==> config.mk <==
export PLATFORM = sky130hd
export DESIGN_NAME = bus_frame_receiver_crc_check_flat
export DESIGN_NICKNAME = d
export VERILOG_FILES = /design/src/hw/rtl/frc_pkg.sv /design/src/hw/rtl/frc_if.sv /design/src/hw/rtl/frc_cell.sv /design/src/hw/rtl/frc_chain.sv /design/src/hw/rtl/bus_frame_receiver_crc_check.sv /design/src/flat_wrapper.sv
export SDC_FILE = /design/constraint.sdc
export NUM_CORES = 1
export LEC_CHECK = 0
export ABC_AREA = 1
export ABC_CLOCK_PERIOD_IN_PS = 16300
export BUFFER_PORTS_ARGS = -buffer_cell sky130_fd_sc_hd__buf_2
export CAP_MARGIN = 20
export CORE_AREA = 2 2 203 145
export CTS_CLUSTER_SIZE = 40
export DETAILED_ROUTE_END_ITERATION = 8
export DIE_AREA = 0 0 205 147
export GPL_TIMING_DRIVEN = 0
export PLACE_DENSITY = 0.71
export SLEW_MARGIN = 20
export SYNTH_ARGS = -nofsm -noshare
export SYNTH_HDL_FRONTEND = slang
export SYNTH_SLANG_ARGS = --single-unit
==> constraint.sdc <==
create_clock -name clk -period 16.3 [get_ports clk]
set_input_delay 0.815 -clock clk [delete_from_list [all_inputs] [get_ports clk]]
set_output_delay 0.815 -clock clk [all_outputs]
set_load 0.01 [all_outputs]
==> src/hw/rtl/frc_pkg.sv <==
`timescale 1ns / 1ps
package frc_pkg;

  // Field widths
  localparam int BYTE_W   = 8;
  localparam int STATUS_W = 3;
  localparam int INDEX_W  = 5;
  localparam int TICK_W   = 16;
  localparam int CRC_W    = 16;

  // Default frame buffer depth in bytes
  localparam int FRAME_BYTES_DEF = 32;

  // Frame start markers
  localparam logic [BYTE_W-1:0] START_A = 8'hDC;
  localparam logic [BYTE_W-1:0] START_B = 8'hDE;

  // Position of the length byte, counted from one
  localparam int LEN_POS = 4;

  // Idle timeout after reset
  localparam logic [TICK_W-1:0] TIMEOUT_RESET = 16'd5000;

  // CRC-16/XMODEM polynomial
  localparam logic [CRC_W-1:0] CRC_POLY = 16'h1021;

  // Status codes
  localparam logic [STATUS_W-1:0] ST_TAKEN     = 3'd0;
  localparam logic [STATUS_W-1:0] ST_NOT_START = 3'd1;
  localparam logic [STATUS_W-1:0] ST_TOO_BIG   = 3'd2;
  localparam logic [STATUS_W-1:0] ST_CRC_BAD   = 3'd3;
  localparam logic [STATUS_W-1:0] ST_GOOD      = 3'd4;

  // Fold one byte into the CRC, MSB first
  function automatic logic [CRC_W-1:0] crc_add(input logic [CRC_W-1:0] crc_in,
                                               input logic [BYTE_W-1:0] data);
    logic [CRC_W-1:0] c;
    c = crc_in ^ {data, 8'h00};
    for (int k = 0; k < 8; k++) begin
      c = c[CRC_W-1] ? ((c << 1) ^ CRC_POLY) : (c << 1);
    end
    return c;
  endfunction

endpackage

==> src/hw/rtl/frc_if.sv <==
`timescale 1ns / 1ps
// Input word: one received byte or one time tick
interface frc_in_if;
  logic                        valid;
  logic                        ready;
  logic                        mode;
  logic [frc_pkg::BYTE_W-1:0]  data_byte;

  modport source(output valid, output mode, output data_byte, input ready);
  modport sink(input valid, input mode, input data_byte, output ready);
endinterface

// Output word: one status or one byte of a good frame
interface frc_out_if;
  logic                         valid;
  logic                         ready;
  logic [frc_pkg::STATUS_W-1:0] status;
  logic [frc_pkg::BYTE_W-1:0]   frame_byte;
  logic [frc_pkg::INDEX_W-1:0]  byte_index;
  logic                         last;

  modport source(output valid, output status, output frame_byte, output byte_index,
                 output last, input ready);
  modport sink(input valid, input status, input frame_byte, input byte_index,
               input last, output ready);
endinterface

==> src/hw/rtl/frc_cell.sv <==
`timescale 1ns / 1ps
module frc_cell (
  input  logic                       clk,
  input  logic                       shift,
  input  logic [frc_pkg::BYTE_W-1:0] din,
  output logic [frc_pkg::BYTE_W-1:0] dout
);

  // Take the neighbor's byte on every shift
  always_ff @(posedge clk) begin
    if (shift) begin
      dout <= din;
    end
  end

endmodule

==> src/hw/rtl/frc_chain.sv <==
`timescale 1ns / 1ps
module frc_chain #(
  parameter int DEPTH = frc_pkg::FRAME_BYTES_DEF
) (
  input  logic                       clk,
  input  logic                       shift,
  input  logic [frc_pkg::BYTE_W-1:0] din,
  input  logic [$clog2(DEPTH)-1:0]   tap,
  output logic [frc_pkg::BYTE_W-1:0] dout
);

  logic [frc_pkg::BYTE_W-1:0] cell_q [DEPTH];

  // Newest byte enters cell 0; older bytes move toward the far end
  for (genvar i = 0; i < DEPTH; i++) begin : g_cell
    if (i == 0) begin : g_head
      frc_cell u_cell (.clk(clk), .shift(shift), .din(din), .dout(cell_q[i]));
    end else begin : g_body
      frc_cell u_cell (.clk(clk), .shift(shift), .din(cell_q[i-1]), .dout(cell_q[i]));
    end
  end

  // Oldest byte of the frame sits at the tap
  assign dout = cell_q[tap];

endmodule

==> src/hw/rtl/bus_frame_receiver_crc_check.sv <==
`timescale 1ns / 1ps
// Bus frame receiver with CRC-16/XMODEM check.
// in_ch carries one word per received byte (mode 0) or per microsecond tick
// (mode 1). out_ch gives one status word per byte (last set); ticks give none.
// A frame starts with 0xDC or 0xDE, its fourth byte is the length, and when
// the length is reached the CRC residue over the whole frame must be zero.
// A good frame leaves as a run of status-4 words, one per byte, last on the
// final one. The user must write timeout_ticks through cfg_we/cfg_wdata only
// while the block is idle; the block itself does not enforce it. The status
// word of a byte that does not close a good frame is valid the cycle after
// that byte is taken. A good frame streams out from the cell row, one cell
// shift per word, while in_ch is held off.
// Reset clears the frame, idle count and CRC, and loads timeout_ticks with
// 5000. When out_ch stalls, the output register holds its word, the frame
// stream pauses, and in_ch drops ready until the register can take more.
module bus_frame_receiver_crc_check #(
  parameter int FRAME_BYTES = frc_pkg::FRAME_BYTES_DEF
) (
  input  logic                       clk,
  input  logic                       rst,
  input  logic                       cfg_we,
  input  logic [frc_pkg::TICK_W-1:0] cfg_wdata,
  frc_in_if.sink                     in_ch,
  frc_out_if.source                  out_ch
);

  localparam int         FILL_W    = $clog2(FRAME_BYTES + 1);
  localparam int         TAP_W     = $clog2(FRAME_BYTES);
  localparam logic [8:0] LEN_LIMIT = 9'(FRAME_BYTES);

  localparam logic S_IDLE = 1'b0;
  localparam logic S_EMIT = 1'b1;

  logic                         state;
  logic [FILL_W-1:0]            fill_count;
  logic [frc_pkg::TICK_W-1:0]   idle_count;
  logic [frc_pkg::CRC_W-1:0]    running_crc;
  logic [frc_pkg::BYTE_W-1:0]   len_reg;
  logic [frc_pkg::TICK_W-1:0]   timeout_ticks;
  logic [TAP_W-1:0]             tap;
  logic [TAP_W-1:0]             emit_idx;
  logic                         out_valid;
  logic [frc_pkg::STATUS_W-1:0] out_status;
  logic [frc_pkg::BYTE_W-1:0]   out_byte;
  logic [frc_pkg::INDEX_W-1:0]  out_index;
  logic                         out_last;

  logic                         slot_free;
  logic                         accept;
  logic                         byte_in;
  logic                         tick_in;
  logic                         emit_step;
  logic                         is_start;
  logic [FILL_W-1:0]            fill_eff;
  logic [FILL_W-1:0]            fill_inc;
  logic [frc_pkg::CRC_W-1:0]    crc_base;
  logic [frc_pkg::CRC_W-1:0]    crc_new;
  logic [frc_pkg::BYTE_W-1:0]   len_eff;
  logic [FILL_W-1:0]            fill_next;
  logic [frc_pkg::CRC_W-1:0]    crc_next;
  logic [frc_pkg::BYTE_W-1:0]   len_next;
  logic [frc_pkg::STATUS_W-1:0] byte_status;
  logic                         good;
  logic                         chain_shift;
  logic [frc_pkg::BYTE_W-1:0]   chain_din;
  logic [frc_pkg::BYTE_W-1:0]   chain_dout;

  // Handshake: take a word only with the output register free and no frame streaming
  assign slot_free = !out_valid || out_ch.ready;
  assign in_ch.ready = (state == S_IDLE) && slot_free;
  assign accept = in_ch.valid && in_ch.ready;
  assign byte_in = accept && !in_ch.mode;
  assign tick_in = accept && in_ch.mode;
  assign emit_step = (state == S_EMIT) && slot_free;

  // Drop a stale partial frame, then fold in the new byte
  assign is_start = (in_ch.data_byte == frc_pkg::START_A) ||
                    (in_ch.data_byte == frc_pkg::START_B);
  assign fill_eff = ((fill_count != '0) && (idle_count > timeout_ticks)) ? '0 : fill_count;
  assign fill_inc = fill_eff + 1'b1;
  assign crc_base = (fill_eff == '0) ? '0 : running_crc;
  assign crc_new  = frc_pkg::crc_add(crc_base, in_ch.data_byte);
  assign len_eff  = (fill_inc == FILL_W'(frc_pkg::LEN_POS)) ? in_ch.data_byte : len_reg;

  // Decide the outcome of one byte
  always_comb begin
    fill_next   = fill_count;
    crc_next    = running_crc;
    len_next    = len_reg;
    byte_status = frc_pkg::ST_TAKEN;
    good        = 1'b0;
    if ((fill_eff == '0) && !is_start) begin
      byte_status = frc_pkg::ST_NOT_START;
      fill_next   = '0;
    end else begin
      crc_next  = crc_new;
      fill_next = fill_inc;
      len_next  = len_eff;
      if (fill_inc >= FILL_W'(frc_pkg::LEN_POS)) begin
        if ({1'b0, len_eff} > LEN_LIMIT) begin
          byte_status = frc_pkg::ST_TOO_BIG;
          fill_next   = '0;
        end else if (9'(fill_inc) >= {1'b0, len_eff}) begin
          fill_next = '0;
          if (crc_new != '0) begin
            byte_status = frc_pkg::ST_CRC_BAD;
          end else begin
            good = 1'b1;
          end
        end
      end
    end
  end

  // Push bytes into the cell row; shift zeros in while streaming out
  assign chain_shift = byte_in || emit_step;
  assign chain_din   = byte_in ? in_ch.data_byte : '0;

  frc_chain #(
    .DEPTH(FRAME_BYTES)
  ) u_chain (
    .clk   (clk),
    .shift (chain_shift),
    .din   (chain_din),
    .tap   (tap),
    .dout  (chain_dout)
  );

  // Control state
  always_ff @(posedge clk) begin
    if (rst) begin
      state         <= S_IDLE;
      fill_count    <= '0;
      idle_count    <= '0;
      running_crc   <= '0;
      timeout_ticks <= frc_pkg::TIMEOUT_RESET;
      out_valid     <= 1'b0;
    end else begin
      if (cfg_we) begin
        timeout_ticks <= cfg_wdata;
      end
      if (tick_in && (idle_count != '1)) begin
        idle_count <= idle_count + 1'b1;
      end
      if (byte_in) begin
        idle_count  <= '0;
        fill_count  <= fill_next;
        running_crc <= crc_next;
      end
      unique case (state)
        S_IDLE: begin
          if (byte_in && good) begin
            state <= S_EMIT;
          end
        end
        S_EMIT: begin
          if (emit_step && (emit_idx == tap)) begin
            state <= S_IDLE;
          end
        end
        default: state <= S_IDLE;
      endcase
      if ((byte_in && !good) || emit_step) begin
        out_valid <= 1'b1;
      end else if (out_ch.ready) begin
        out_valid <= 1'b0;
      end
    end
  end

  // Frame bookkeeping and output word
  always_ff @(posedge clk) begin
    if (byte_in) begin
      len_reg <= len_next;
    end
    if (byte_in && good) begin
      tap      <= TAP_W'(fill_inc - 1'b1);
      emit_idx <= '0;
    end else if (emit_step) begin
      emit_idx <= emit_idx + 1'b1;
    end
    if (byte_in && !good) begin
      out_status <= byte_status;
      out_byte   <= '0;
      out_index  <= '0;
      out_last   <= 1'b1;
    end else if (emit_step) begin
      out_status <= frc_pkg::ST_GOOD;
      out_byte   <= chain_dout;
      out_index  <= frc_pkg::INDEX_W'(emit_idx);
      out_last   <= (emit_idx == tap);
    end
  end

  assign out_ch.valid      = out_valid;
  assign out_ch.status     = out_status;
  assign out_ch.frame_byte = out_byte;
  assign out_ch.byte_index = out_index;
  assign out_ch.last       = out_last;

  // Frame never grows past the buffer
  a_fill_bound: assert property (@(posedge clk) disable iff (rst)
    fill_count <= FILL_W'(FRAME_BYTES))
    else $error("fill count beyond buffer depth");

  // Streaming only starts once the frame state is cleared
  a_emit_clear: assert property (@(posedge clk) disable iff (rst)
    (state == S_EMIT) |-> (fill_count == '0))
    else $error("frame state not cleared while streaming");

  // A taken good word that is not last is followed by another good word
  a_emit_cont: assert property (@(posedge clk) disable iff (rst)
    (out_ch.valid && out_ch.ready && (out_ch.status == frc_pkg::ST_GOOD) && !out_ch.last)
    |=> (out_ch.valid && (out_ch.status == frc_pkg::ST_GOOD)))
    else $error("good frame stream broken");

  // Status words stand alone
  a_status_alone: assert property (@(posedge clk) disable iff (rst)
    (out_ch.valid && (out_ch.status != frc_pkg::ST_GOOD))
    |-> (out_ch.last && (out_ch.frame_byte == '0) && (state == S_IDLE)))
    else $error("status word malformed");

endmodule
==> src/flat_wrapper.sv <==
// flat-port wrapper written by rule: the top's interface ports become plain ports
module bus_frame_receiver_crc_check_flat 
#(
  parameter int FRAME_BYTES = frc_pkg::FRAME_BYTES_DEF
)
  (clk, rst, cfg_we, cfg_wdata, in_ch_valid, in_ch_mode, in_ch_data_byte, in_ch_ready, out_ch_valid, out_ch_status, out_ch_frame_byte, out_ch_byte_index, out_ch_last, out_ch_ready);
  frc_in_if in_ch_i ();
  frc_out_if out_ch_i ();
  input  logic clk;
  input  logic rst;
  input  logic cfg_we;
  input  logic [frc_pkg::TICK_W-1:0] cfg_wdata;
  input wire logic [$bits(in_ch_i.valid)-1:0] in_ch_valid;
  input wire logic [$bits(in_ch_i.mode)-1:0] in_ch_mode;
  input wire logic [$bits(in_ch_i.data_byte)-1:0] in_ch_data_byte;
  output wire logic [$bits(in_ch_i.ready)-1:0] in_ch_ready;
  output wire logic [$bits(out_ch_i.valid)-1:0] out_ch_valid;
  output wire logic [$bits(out_ch_i.status)-1:0] out_ch_status;
  output wire logic [$bits(out_ch_i.frame_byte)-1:0] out_ch_frame_byte;
  output wire logic [$bits(out_ch_i.byte_index)-1:0] out_ch_byte_index;
  output wire logic [$bits(out_ch_i.last)-1:0] out_ch_last;
  input wire logic [$bits(out_ch_i.ready)-1:0] out_ch_ready;
  assign in_ch_i.valid = in_ch_valid;
  assign in_ch_i.mode = in_ch_mode;
  assign in_ch_i.data_byte = in_ch_data_byte;
  assign in_ch_ready = in_ch_i.ready;
  assign out_ch_valid = out_ch_i.valid;
  assign out_ch_status = out_ch_i.status;
  assign out_ch_frame_byte = out_ch_i.frame_byte;
  assign out_ch_byte_index = out_ch_i.byte_index;
  assign out_ch_last = out_ch_i.last;
  assign out_ch_i.ready = out_ch_ready;
  bus_frame_receiver_crc_check #(.FRAME_BYTES(FRAME_BYTES)) u_core (.clk(clk), .rst(rst), .cfg_we(cfg_we), .cfg_wdata(cfg_wdata), .in_ch(in_ch_i), .out_ch(out_ch_i));
endmodule
-- Word-level counts from Yosys, hierarchy flattened
Cells that the tools add are included.
- bits in registers: 347
- input bits: 30
- output and inout port bits: 19
- add/subtract/negate cells: 4
- $lt $le $gt $ge: 5
- equal/unequal tests: 5
- mux-type cells: 35
- bitwise logic cells: 12
- reductions and logical operators: 26
- operators with widths (operator ; count):
    13-bit two-way mux ; 8
    8-bit binary-select mux with 5-bit select ; 1
    6-bit two-way mux ; 5
    8-bit two-way mux ; 3
    3-bit inverter ; 8
    3-bit two-way mux ; 6
    16-bit by 1-bit adder with 16-bit output, second input constant ; 1
    8-bit == test, second input constant ; 2
    16-bit > comparator ; 1
    16-bit two-way mux ; 1
    16-bit inequality test, second input constant ; 1
    16-bit nonzero test ; 1
    16-bit XOR ; 1
    1-bit logical AND ; 11
    1-bit two-way mux ; 9
    6-bit by 8-bit greater-or-equal comparator with 1-bit output ; 1
    8-bit by 6-bit > comparator with 1-bit output, second input constant ; 1
    6-bit by 1-bit adder with 6-bit output, second input constant ; 1
    6-bit by 3-bit == test with 1-bit output, second input constant ; 1
    6-bit by 3-bit greater-or-equal comparator with 1-bit output, second input constant ; 1
    6-bit greater-or-equal comparator, second input constant ; 1
    6-bit zero test ; 1
    5-bit inverter with 6-bit output ; 1
    6-bit nonzero test ; 1
    11 further kinds ; 19

-- Logic depth before layout (Yosys ltp)
- depth in word-level cells: 32
- gate-level depth with buffers: 38
- mapped depth without buffers: 37

-- Cells and area by module
A second synthesis with hierarchy kept.
- cells, all modules: 1601
- area total of the unflattened synthesis: 15781.4 sq um
- modules (own cells, without submodules) (module ; times used ; cells an instance ; area each (sq um) ; sequential area each (sq um)):
    frc_cell ; 32 ; 8 ; 240.2 ; 240.2
    bus_frame_receiver_crc_check ; 1 ; 736 ; 5353.9 ; 1981.9
    frc_chain ; 1 ; 609 ; 2740.1 ; 0.0

-- Least setup slack after synthesis
Ideal clock, no wire load.
- path type: input -> register
- start: input out_ch_ready
- end: register u_core.u_chain.g_cell[0].g_head.u_cell.dout[0] (netlist name) (enable)
- data arrival time: 7.233 ns
- required time: 15.671 ns
- setup slack: 8.437 ns
- stages: 8
- buffers on the path: 0
- cell sequence: inv_1 -> nand2_1 -> nand2_1 -> inv_1 -> nand2_1 -> nor2_1 -> clkinv_1 -> nand2_1
- cells in the longest elaborated chain, start to end: 5
- ends and longest elaborated chain (element ; RTL line ; RTL):
    start: declaration ; flat_wrapper.sv:22 ; input wire logic [$bits(out_ch_i.ready)-1:0] out_ch_ready;
    1-bit logical OR ; bus_frame_receiver_crc_check.sv:69 ; assign slot_free = !out_valid || out_ch.ready;
    1-bit logical AND ; bus_frame_receiver_crc_check.sv:70 ; assign in_ch.ready = (state == S_IDLE) && slot_free;
    named net in_ch_ready ; flat_wrapper.sv:16 ; output wire logic [$bits(in_ch_i.ready)-1:0] in_ch_ready;
    1-bit logical AND ; bus_frame_receiver_crc_check.sv:71 ; assign accept = in_ch.valid && in_ch.ready;
    1-bit logical AND ; bus_frame_receiver_crc_check.sv:72 ; assign byte_in = accept && !in_ch.mode;
    1-bit logical OR ; bus_frame_receiver_crc_check.sv:116 ; assign chain_shift = byte_in || emit_step;
    named net u_core.chain_shift ; bus_frame_receiver_crc_check.sv:64 ; logic chain_shift;
    end signal: assignment ; frc_cell.sv:12 ; dout <= din;
    end: declaration ; frc_cell.sv:6 ; output logic [frc_pkg::BYTE_W-1:0] dout
The timed path passes the listed nets, and every way through them passes these cells.
A chain may end at the register's enable or synchronous reset.

-- Final worst setup path
- start: register u_core.timeout_ticks[15] (netlist name)
- end: register u_core.tap[0] (enable)
- RTL lines (element ; RTL line ; RTL):
    start: declaration ; bus_frame_receiver_crc_check.sv:39 ; logic [frc_pkg::TICK_W-1:0] timeout_ticks;
    start signal: assignment ; bus_frame_receiver_crc_check.sv:136 ; timeout_ticks <= frc_pkg::TIMEOUT_RESET;
    start signal: assignment ; bus_frame_receiver_crc_check.sv:140 ; timeout_ticks <= cfg_wdata;
    16-bit > comparator (*) ; bus_frame_receiver_crc_check.sv:79 ; assign fill_eff = ((fill_count != '0) && (idle_count > timeout_ticks)) ? '0 : fill_count;
    1-bit logical AND (*) ; bus_frame_receiver_crc_check.sv:79 ;
    6-bit two-way mux (*) ; bus_frame_receiver_crc_check.sv:79 ;
    named net u_core.fill_eff[0] ; bus_frame_receiver_crc_check.sv:54 ; logic [FILL_W-1:0] fill_eff;
    6-bit by 1-bit adder with 6-bit output (*) ; bus_frame_receiver_crc_check.sv:80 ; assign fill_inc = fill_eff + 1'b1;
    6-bit by 3-bit == test with 1-bit output (*) ; bus_frame_receiver_crc_check.sv:83 ; assign len_eff = (fill_inc == FILL_W'(frc_pkg::LEN_POS)) ? in_ch.data_byte : len_reg;
    8-bit two-way mux (*) ; bus_frame_receiver_crc_check.sv:83 ;
    named net u_core.len_eff, one bit ; bus_frame_receiver_crc_check.sv:58 ; logic [frc_pkg::BYTE_W-1:0] len_eff;
    6-bit by 8-bit greater-or-equal comparator with 1-bit output ; bus_frame_receiver_crc_check.sv:103 ; end else if (9'(fill_inc) >= {1'b0, len_eff}) begin
    1-bit two-way mux ; bus_frame_receiver_crc_check.sv:103 ;
    1-bit two-way mux (*) ; bus_frame_receiver_crc_check.sv:100 ; if ({1'b0, len_eff} > LEN_LIMIT) begin
    1-bit two-way mux (*) ; bus_frame_receiver_crc_check.sv:99 ; if (fill_inc >= FILL_W'(frc_pkg::LEN_POS)) begin
    1-bit two-way mux (*) ; bus_frame_receiver_crc_check.sv:92 ; if ((fill_eff == '0) && !is_start) begin
    1-bit logical AND (*) ; bus_frame_receiver_crc_check.sv:176 ; if (byte_in && good) begin
    end signal: assignment ; bus_frame_receiver_crc_check.sv:177 ; tap <= TAP_W'(fill_inc - 1'b1);
    end: declaration ; bus_frame_receiver_crc_check.sv:40 ; logic [TAP_W-1:0] tap;
Mark *: on every way through the listed nets, which the timed path passes. The rest lies on a longest branch.

==> flow_metrics.env <==
export IMPL_status="finished, final reports clean"
export IMPL_cap_violations=0
export IMPL_hold_viol_final=0
export IMPL_final_area_mm2=0.01713
export IMPL_worstPathArrival_ps=5120
export IMPL_yosysSeqAreaShare=0.6337
export IMPL_core_rowCount=52
export IMPL_ys_top_cells_by_count="272 x edfxtp_1, 227 x nor2_1, 213 x o21ai_0"
export IMPL_drt_iter0_markers=1414
export IMPL_viasPerCell=5.847
export IMPL_io_buffer_count=47
export IMPL_synth_nets=1540
export IMPL_antenna_left=0
export IMPL_synth_top_family_by_area="simple AND/OR/NAND/NOR gates"
export IMPL_slowest_delay_ps=310
export IMPL_yosys_area_share_simple=0.1546
export IMPL_min_period_ps=4920
export IMPL_top_register="u_core.u_chain.g_cell.g_body.u_cell.dout"
export IMPL_ys_warnings_count=0
export IMPL_placed_cell_area_mm2=0.01609
export IMPL_clkTransAtPathRegs_ps=60
export IMPL_drtPass1Iterations=7
export IMPL_crit_path_frequent_cell="nand2_1"
export IMPL_ctsLongestPathBuffers=3
export IMPL_netlist_area_mm2=0.01526
export IMPL_criticalPathCategory="reg2reg"
export IMPL_p_leak_uw=0.006532
export IMPL_grt_use_total=0.2597
export IMPL_clock_sinks=347
export IMPL_ys_ff_latch=347
export IMPL_synthFlopType="edfxtp_1"
export IMPL_io_pins=49
export IMPL_drv_slew=0
export IMPL_synthCells=1484
export IMPL_power_density_mw_per_mm2=106.5
export IMPL_ir_drop_v=0.00005554
export IMPL_n_antenna_cell=0
export IMPL_avgSynthCellArea_um2=10.28
export IMPL_worst_slew_pin_slew_ps=851.6
export IMPL_synthXorXnorAreaFrac=0.004018
export IMPL_die_area_mm2=0.03014
export IMPL_antenna_found_initial=0
export IMPL_grt_pass1_wl_um=60260
export IMPL_clock_latency_ps=520
export IMPL_fmax_mhz=203.3
export IMPL_critPathLaunchType="flop"
export IMPL_grt_pass1_vias=10920
export IMPL_ctsHoldBuffers=0
export IMPL_syn_to_final_growth_pct=12.28
export IMPL_multi_input_area_mm2=0.004775
export IMPL_synth_top_cell_by_area="edfxtp_1"
export IMPL_grt_max_degree=61
export IMPL_yosys_mux_area_fraction=0.0006560
export IMPL_nNetsFinal=1627
export IMPL_route_detailed_drc=0
export IMPL_fp_dieW_um=205
export IMPL_gp_congestion=0.8976
export IMPL_cts_resized_gates=0
export IMPL_regArea_mm2=0.009669
export IMPL_grt_setup_unrepaired="no"
export IMPL_yosys_top_cells_area="edfxtp_1 54%, dfxtp_1 9.8%, o21ai_0 7.0%"
export IMPL_skew_ps=15.99
export IMPL_timing_critical_path_buf_inv=6
export IMPL_wl_um=38910
export IMPL_hold_path_class="reg2reg"
export IMPL_synth_compound_area_frac=0.1318
export IMPL_finalSetupViolations=0
export IMPL_cp_max_fo=10
export IMPL_post_cts_buffers=0
export IMPL_dieHeight_um=147
export IMPL_cts_tree="built"
export IMPL_start_util=0.5379
export IMPL_largest_register_ffs=248
export IMPL_fillers=2276
export IMPL_synth_edf_count=272
export IMPL_synthAdderAreaFrac=0.02132
export IMPL_dpl_hpwl_um=26660
export IMPL_cp_end_kind="flop"
export IMPL_power_uw=1824
export IMPL_cts_made_buffers=34
export IMPL_core_area_mm2=0.02837
export IMPL_yosysMostFrequentCell="edfxtp_1"
export IMPL_cts_root_buf="clkbuf_16"
export IMPL_routedWlPerCell_um=19.71
export IMPL_num_vias=11540
export IMPL_cpMaxStageDelayCell="dfxtp_1"
export IMPL_yosys_area_top_type_share=0.5353
export IMPL_tns_ps=0
export IMPL_required_ps=16500
export IMPL_cts_htree_levels=2
export IMPL_final_layout_size_suffix_gt1_frac=0.1015
export IMPL_fin_crit_sh=0.3018
export IMPL_ys_types=52
export IMPL_finish_utilization=0.6040
export IMPL_async_flop_share=0
export IMPL_relSlewSlack=0.4301
export IMPL_crit_family="simple AND/OR/NAND/NOR gates"
export IMPL_grt_overflow=0
worst reg2reg max path, delay by kind of cell (launching register included):
family,cells,cell delay [ps]
AO/OA/AOI/OAI,5,540
buffers and inverters,6,760
adder cells (fa/ha/maj),3,810
flip-flops,1,310
AND/OR/NAND/NOR,17,2200
cells in the final DEF, fill, tap and decap left out, drive strengths merged, types with 6 or more instances in the layout:
cell type	instances
nor3	12
nand4	15
clkinv	17
edfxtp	272
a21oi	44
inv	133
buf	58
o22ai	73
o21ai	213
o221ai	7
ha	26
nand3	37
clkbuf	108
nand2	217
nor2	246
dfxtp	75
xor2	6
layer usage:
layer / wire (µm) / global-route usage
met2: 17760 / 0.4037
met3: 3460 / 0.05257
met1: 16640 / 0.3700
met4: 1054 / 0.08129
met5: 0 / 0
final timing paths:
kind	start	endpoint	slack [ps]	cells past startpoint
worst min register to register	u_core.u_chain.g_cell[15].g_body.u_cell.dout[6]$_DFFE_PP_	u_core.u_chain.g_cell[16].g_body.u_cell.dout[6]$_DFFE_PP_	440	0
worst max register to register	u_core.timeout_ticks[15]$_SDFFE_PP0P_	u_core.tap[0]$_DFFE_PP_	11380	31
worst min-delay path	u_core.u_chain.g_cell[15].g_body.u_cell.dout[6]$_DFFE_PP_	u_core.u_chain.g_cell[16].g_body.u_cell.dout[6]$_DFFE_PP_	440	0
worst max-delay path	u_core.timeout_ticks[15]$_SDFFE_PP0P_	u_core.tap[0]$_DFFE_PP_	11380	31
power by group:
group / switching, µW / internal (µW)
registers: 18.3 / 989
clock network: 326 / 421
logic: 47.7 / 21.3
total: 393 / 1430
cells by family (layout without fill, tap and decap cells):
| family | Yosys count | count (layout) |
|---|---|---|
| multiplexers | 1 | 1 |
| buffers and inverters | 205 | 317 |
| adder cells (fa/ha/maj) | 26 | 26 |
| AND/OR/NAND/NOR | 537 | 537 |
| XOR/XNOR | 7 | 7 |
| AO/OA/AOI/OAI | 361 | 361 |
| flip-flops | 347 | 347 |
cell type report:
type | count | area share
Buffer | 70 | 0.01833
Clock inverter | 16 | 0.004235
Multi-Input combinational cell | 932 | 0.2787
Tap cell | 378 | 0.02760
Sequential cell | 347 | 0.5643
Clock buffer | 45 | 0.05696
Timing Repair Buffer | 51 | 0.02015
Inverter | 135 | 0.02972
stage by stage:
stage | cells | worst slack (ps) | hold WS [ps]
detailed placement | 1913 | 11410 | 428.1
finish | 1974 | 11380 | 439.8
global route | 1974 | 11000 | 449.1
floorplan | 1484 | 8437 | 420.7
global placement | 1909 | 5779 | 422.2
CTS | 1974 | 11390 | 443.4
(Power assumes the default switching activity.)
